## config.mk

```make
export PLATFORM = sky130hd
export DESIGN_NAME = mssb_free_list
export DESIGN_NICKNAME = d
export VERILOG_FILES = /design/src/rtl/mssb_pkg.sv /design/src/rtl/mssb_free_list.sv
export SDC_FILE = /design/constraint.sdc
export NUM_CORES = 1
export LEC_CHECK = 0
export BUFFER_PORTS_ARGS = -buffer_cell sky130_fd_sc_hd__buf_4
export CORE_UTILIZATION = 40
export DETAILED_ROUTE_END_ITERATION = 12
export PLACE_DENSITY_LB_ADDON = 0.12
export SLEW_MARGIN = 25
export SYNTH_ARGS = -nofsm -noshare
export SYNTH_HDL_FRONTEND = slang
export SYNTH_SLANG_ARGS = --single-unit
```

## constraint.sdc

```tcl
create_clock -name clk -period 1.8 [get_ports clk]
set_input_delay 0.18 -clock clk [delete_from_list [all_inputs] [get_ports clk]]
set_output_delay 0.18 -clock clk [all_outputs]
set_load 0.02 [all_outputs]
```

## src/rtl/mssb_pkg.sv

```systemverilog
// shared codes, field widths and control types for the multi-stack shared buffer
package mssb_pkg;

  localparam int CMD_W  = 2;
  localparam int IDX_W  = 3;
  localparam int STAT_W = 2;

  // command codes (the unused code decodes as a peek)
  localparam logic [CMD_W-1:0] CMD_PUSH = 2'd0;
  localparam logic [CMD_W-1:0] CMD_POP  = 2'd1;
  localparam logic [CMD_W-1:0] CMD_PEEK = 2'd2;

  // result status codes
  localparam logic [STAT_W-1:0] STAT_OK        = 2'd0;
  localparam logic [STAT_W-1:0] STAT_FULL      = 2'd1;
  localparam logic [STAT_W-1:0] STAT_EMPTY     = 2'd2;
  localparam logic [STAT_W-1:0] STAT_BAD_INDEX = 2'd3;

  // free list request from the sequencer
  typedef struct packed {
    logic take;  // push pulls the head entry off the free list
    logic give;  // pop returns an entry to the front
  } free_cmd_t;

endpackage

```

## src/rtl/mssb_free_list.sv

```systemverilog
// free list head and fill mark; never-used entries link to their successor
module mssb_free_list #(
  parameter int CAPACITY = 1024
) (
  input  logic                             clk,
  input  logic                             rst,
  input  mssb_pkg::free_cmd_t              cmd,
  input  logic [$clog2(CAPACITY+1)-1:0]    entry,
  input  logic [$clog2(CAPACITY+1)-1:0]    link_rd,
  output logic [$clog2(CAPACITY+1)-1:0]    free_head
);
  import mssb_pkg::*;

  localparam int LW = $clog2(CAPACITY + 1);
  localparam logic [LW-1:0] LINK_NULL = LW'(CAPACITY);
  localparam logic [LW-1:0] LAST_ENTRY = LW'(CAPACITY - 1);

  // entries at or above the mark were never written, their link is implied
  logic [LW-1:0] mark;
  logic          fresh;
  logic [LW-1:0] fresh_next;

  assign fresh      = (free_head == mark);
  assign fresh_next = (free_head == LAST_ENTRY) ? LINK_NULL : free_head + LW'(1);

  always_ff @(posedge clk) begin
    if (rst) begin
      free_head <= '0;
      mark      <= '0;
    end else if (cmd.take) begin
      if (fresh) begin
        free_head <= fresh_next;
        mark      <= free_head + LW'(1);
      end else begin
        free_head <= link_rd;
      end
    end else if (cmd.give) begin
      free_head <= entry;
    end
  end

endmodule

```

Word-level counts from Yosys, hierarchy flattened. Cells that the tools add are included.

Add/subtract/negate cells: 1. Equal/unequal tests: 2. Mux-type cells: 4. Reductions and logical operators: 2.

Operator list (count): two-way mux 11 bit (4); adder 11 x 1 -> 11 bit, second input constant (1); equality test 11 x 10 -> 1 bit, second input constant (1); equality test 11 bit (1); AND reduction 2 bit (1); nonzero test 2 bit (1).

Register bits after elaboration: 22. Bits of input ports: 26. Output and inout bits: 11. Logic and storage cells: 11.

Logic depth before layout (Yosys ltp).
Depth after elaboration: 4. Depth in mapped cells: 8. Gate-level depth less buffers: 6.

Worst setup path before layout. Ideal clock, no wire load.

Path type: register -> register. From: reg free_head[0]. To: reg free_head[5]. Library setup time: 0.141 ns. Arrival: 1.765 ns. Data required time: 1.659 ns. Slack: -0.106 ns. Stages on the path, launching flop included: 7. Buffers on the path: 0. Period minus slack after synthesis: 1.906 ns. Path through: dfxtp_1 > ha_1 > and4_1 > nand4b_1 > a21boi_0 > a221oi_1 > nor4_1.

Word-level cells in the longest chain between the ends: 4. Elaborated cells on any way between the ends: 6. Those cells by class: add/sub: 1; eq/ne: 2; mux: 3.

RTL lines: start: declaration (line mssb_free_list.sv:10) `output logic [$clog2(CAPACITY+1)-1:0] free_head`; start signal: assignment (line mssb_free_list.sv:32) `free_head <= fresh_next;`; start signal: assignment (line mssb_free_list.sv:35) `free_head <= link_rd;`; start signal: assignment (line mssb_free_list.sv:38) `free_head <= entry;`; adder 11 x 1 -> 11 bit or equality test 11 x 10 -> 1 bit (tied branches) (line mssb_free_list.sv:24) `assign fresh_next = (free_head == LAST_ENTRY) ? LINK_NULL : free_head + LW'(1);`; two-way mux 11 bit (line mssb_free_list.sv:24); two-way mux 11 bit * (line mssb_free_list.sv:31) `if (fresh) begin`; two-way mux 11 bit * (line mssb_free_list.sv:30) `end else if (cmd.take) begin`.

Every way passes the cells marked *; elsewhere a longest branch is shown, timed or not. A chain may end at the register's enable or synchronous reset.

Worst setup path after layout.
From: reg free_head[10]. To: reg free_head[6].

Word-level cells in the longest chain between the ends: 4. Elaborated cells on any way between the ends: 5. Those cells by class: eq/ne: 2; mux: 3.

RTL lines (line): equality test 11 x 10 -> 1 bit (mssb_free_list.sv:24); two-way mux 11 bit (mssb_free_list.sv:24); two-way mux 11 bit * (mssb_free_list.sv:31); two-way mux 11 bit * (mssb_free_list.sv:30).

Marks and branches as above.

==> flow_summary.ini <==
[critical_path]
worstSetupEndpointType = register
cp_data_required_time_ns = 2.02
cp-start-kind = register
reg2reg_from = free_head[10]
reg2reg_slack_ns = 0.006
path_cells = xor2_2, nor4_2, buf_4, nand4_1, o21a_1, o221a_1
path_max_fanout = 5
reg2reg_to = free_head[6]
cpPeakStageDelay_ns = 0.38
critPathTopFamily = simple AND/OR/NAND/NOR gates
criticalPathCategory = reg2reg
path_buf_inv = 1
cp_slowest_cell = dfxtp_4
cp.arrival_ns = 2.02
ff2ff_path_depth = 6

[min_path]
min_from = link_rd[7]
hold_depth = 3
holdPathEnd = free_head[7]
hp-class = in2reg

[floorplan]
die_h_um = 60.9
rows = 21
core_um2 = 3340
dieArea_um2 = 3710
die_x_um = 60.9
ios = 37
start_util_pct = 41.6

[timing]
min_period_over_period_pct = 99.7
clock_skew_ns = 0.00676
fin_crit_ns = 1.79
grt_setup_unrepaired = true
hold_viol = 0
setup_viol = 0
slew_headroom_pct = 78.9
tightest_slew_ns = 0.316
max_freq_ghz = 0.557
fin_ws_ns = 0.00569
drv_slew = 0

[clock_network]
h-tree-depth = 1
numCtsBuffers = 3
clk_latency_ns = 0.32
cts_buffer_depth = 2
cts_root_buffer = clkbuf_4
cts.sinks = 22
clk_pin_slew_ns = 0.14
cts_tree = done
hold_buffers = 0

[global_routing]
grt_max_degree = 24
antenna_found_initial = 0
overflow = 0
grt_pass1_wl_mm = 5.95
grt_pass1_vias = 1239
grt_use_total_pct = 22.3

[logic_synthesis]
yosysSeqAreaShare_pct = 31.7
yosysWarningCount = 0
ys.flop_type = dfxtp_1
syn_nets = 190
syn-cell-area_um2 = 1390
synthArstFlopShare_pct = 0
synth.avg_cell_area_um2 = 8.51
ys_ff_latch = 22
synth_edf_count = 0
synth_cell_type_count = 46
netlist_instances = 163

[power]
power_mw = 1.42
power_frac_comb_pct = 32.5
intPower_mw = 0.977
power_switching_mw = 0.439
irDropWorstVdd_mv = 0.351
p_leak_nw = 0.839
p_clk_share_pct = 28.1
seq_power_share_pct = 39.5
switching_share_pct = 31.0
pwr_density_cell_nw_per_um2 = 707

[routing]
wl_per_cell_um = 15.2
ant_nets = 0
viasPerCell = 5.27
drc = 0
vias = 1391
wl_mm = 4.00
first_iter_violations = 22
drt-pass1-iter-count = 4

[flow_run]
maxCapViolCount = 0

[outcome]
status = completed

[layout]
area_growth_pct = 44.4
drive_gt1_share_pct = 45.0
num_antenna_cells = 0
fin_nets = 246

[placed_design]
gp_congestion = 0.816
dp_slack_ns = -0.00719
dpl.hpwl_mm = 2.99
port_buffers = 36
what timing repair did:
| action | 4_1_cts | 5_1_grt |
|---|---|---|
| pin swaps | 2 | 4 |
| gates resized for setup | 2 | 19 |
| setup endpoints to repair | 12 | 11 |
| buffers inserted | 2 | 1 |
layout by cell type, fill, tap and decap left out, types with 2 or more instances in the layout:
| cell type | instances |
|---|---|
| a211oi_1 | 4 |
| a211oi_2 | 3 |
| a21oi_1 | 9 |
| a21oi_2 | 2 |
| a311oi_2 | 2 |
| buf_4 | 56 |
| buf_6 | 4 |
| clkbuf_4 | 3 |
| dfxtp_1 | 14 |
| dfxtp_2 | 5 |
| dfxtp_4 | 3 |
| inv_1 | 2 |
| mux2i_1 | 3 |
| nand2_1 | 16 |
| nand3_1 | 8 |
| nand4_1 | 2 |
| nor2_1 | 19 |
| nor2b_1 | 3 |
| nor3_2 | 4 |
| o21a_1 | 6 |
| o21ai_0 | 5 |
| xnor2_1 | 6 |
| xor2_1 | 7 |
| xor2_2 | 6 |
stage by stage:
step / util (%) / instance area [µm²] / setup TNS (ns) / std cells / hold WS (ns)
2_1_floorplan: - / 1420 / 0 / 163 / 0.324
3_3_place_gp: 54.9 / 1830 / -0.0213 / 257 / 0.454
3_5_place_dp: 54.9 / 1830 / -0.0141 / 257 / 0.451
4_1_cts: 57.0 / 1900 / 0 / 263 / 0.102
5_1_grt: 60.0 / 2000 / -0.0598 / 264 / 0.118
6_report: 60.0 / 2000 / 0 / 264 / 0.108
final cells by class:
type,count,area (µm²)
Fill cell,324,1330
Clock inverter,1,30.0
Timing Repair Buffer,60,465
Inverter,3,11.3
Multi-Input combinational cell,129,958
Clock buffer,3,22.5
Sequential cell,22,458
Tap cell,46,57.6
cell usage after synthesis, types with 4 or more instances:
| master | instances | area, µm² |
|---|---|---|
| xnor2_1 | 6 | 52.6 |
| o21a_1 | 6 | 45.0 |
| xor2_1 | 12 | 105 |
| nor2_1 | 19 | 71.3 |
| o21ai_0 | 5 | 25.0 |
| nand2_1 | 17 | 63.8 |
| dfxtp_1 | 22 | 440 |
| nand3_1 | 8 | 40.0 |
| nor3_2 | 4 | 40.0 |
| a211oi_1 | 5 | 37.5 |
| a21oi_1 | 10 | 50.1 |
flip-flops by register name, indices dropped and copies added (netlist names):
register,flops
free_head,11
mark,11
cell families (layout without fill, tap and decap cells):
group / count (synthesis) / after routing / synth area share [%]
xor+xnor: 19 / 19 / 12.5
simple gates: 65 / 65 / 25.1
buf+inv: 12 / 67 / 5.59
fa+ha+maj: 1 / 1 / 0.902
flops: 22 / 22 / 31.7
compound gates: 41 / 41 / 22.0
mux: 3 / 3 / 2.16
metal layers:
metal  up-vias  GRT usage [%]  wire length, µm
met2        22           33.9             1950
li1        685              -                -
met1       682           32.1             1930
met4         0           8.77               22
met5         -              0                0
met3         2           2.77               94
worst max path at each step:
stage / startpoint / depth (start not counted) / endpoint / slack [ns]
5_1_grt: free_head[10] / 6 / free_head[6] / -0.04
3_5_place_dp: free_head[0] / 6 / free_head[5] / -0.007
6_report: free_head[10] / 6 / free_head[6] / 0.006
3_3_place_gp: free_head[0] / 6 / free_head[1] / -0.02
4_1_cts: free_head[0] / 8 / free_head[8] / 0.01
2_1_floorplan: free_head[2] / 6 / free_head[6] / 0.02
worst min-delay path, stage by stage:
cell     delay (ns)
buf_4          0.11
nand2_1        0.05
a31oi_1        0.07
power groups by stage:
| stage | Combinational [mW] | Clock [mW] | Sequential (mW) |
|---|---|---|---|
| floorplan | 0.223 | 0 | 0.591 |
| global route | 0.493 | 0.428 | 0.564 |
| detailed placement | 0.421 | 0 | 0.567 |
| finish | 0.460 | 0.397 | 0.559 |
| CTS | 0.430 | 0.399 | 0.556 |
| global placement | 0.417 | 0 | 0.565 |
(Power assumes the default switching activity.)
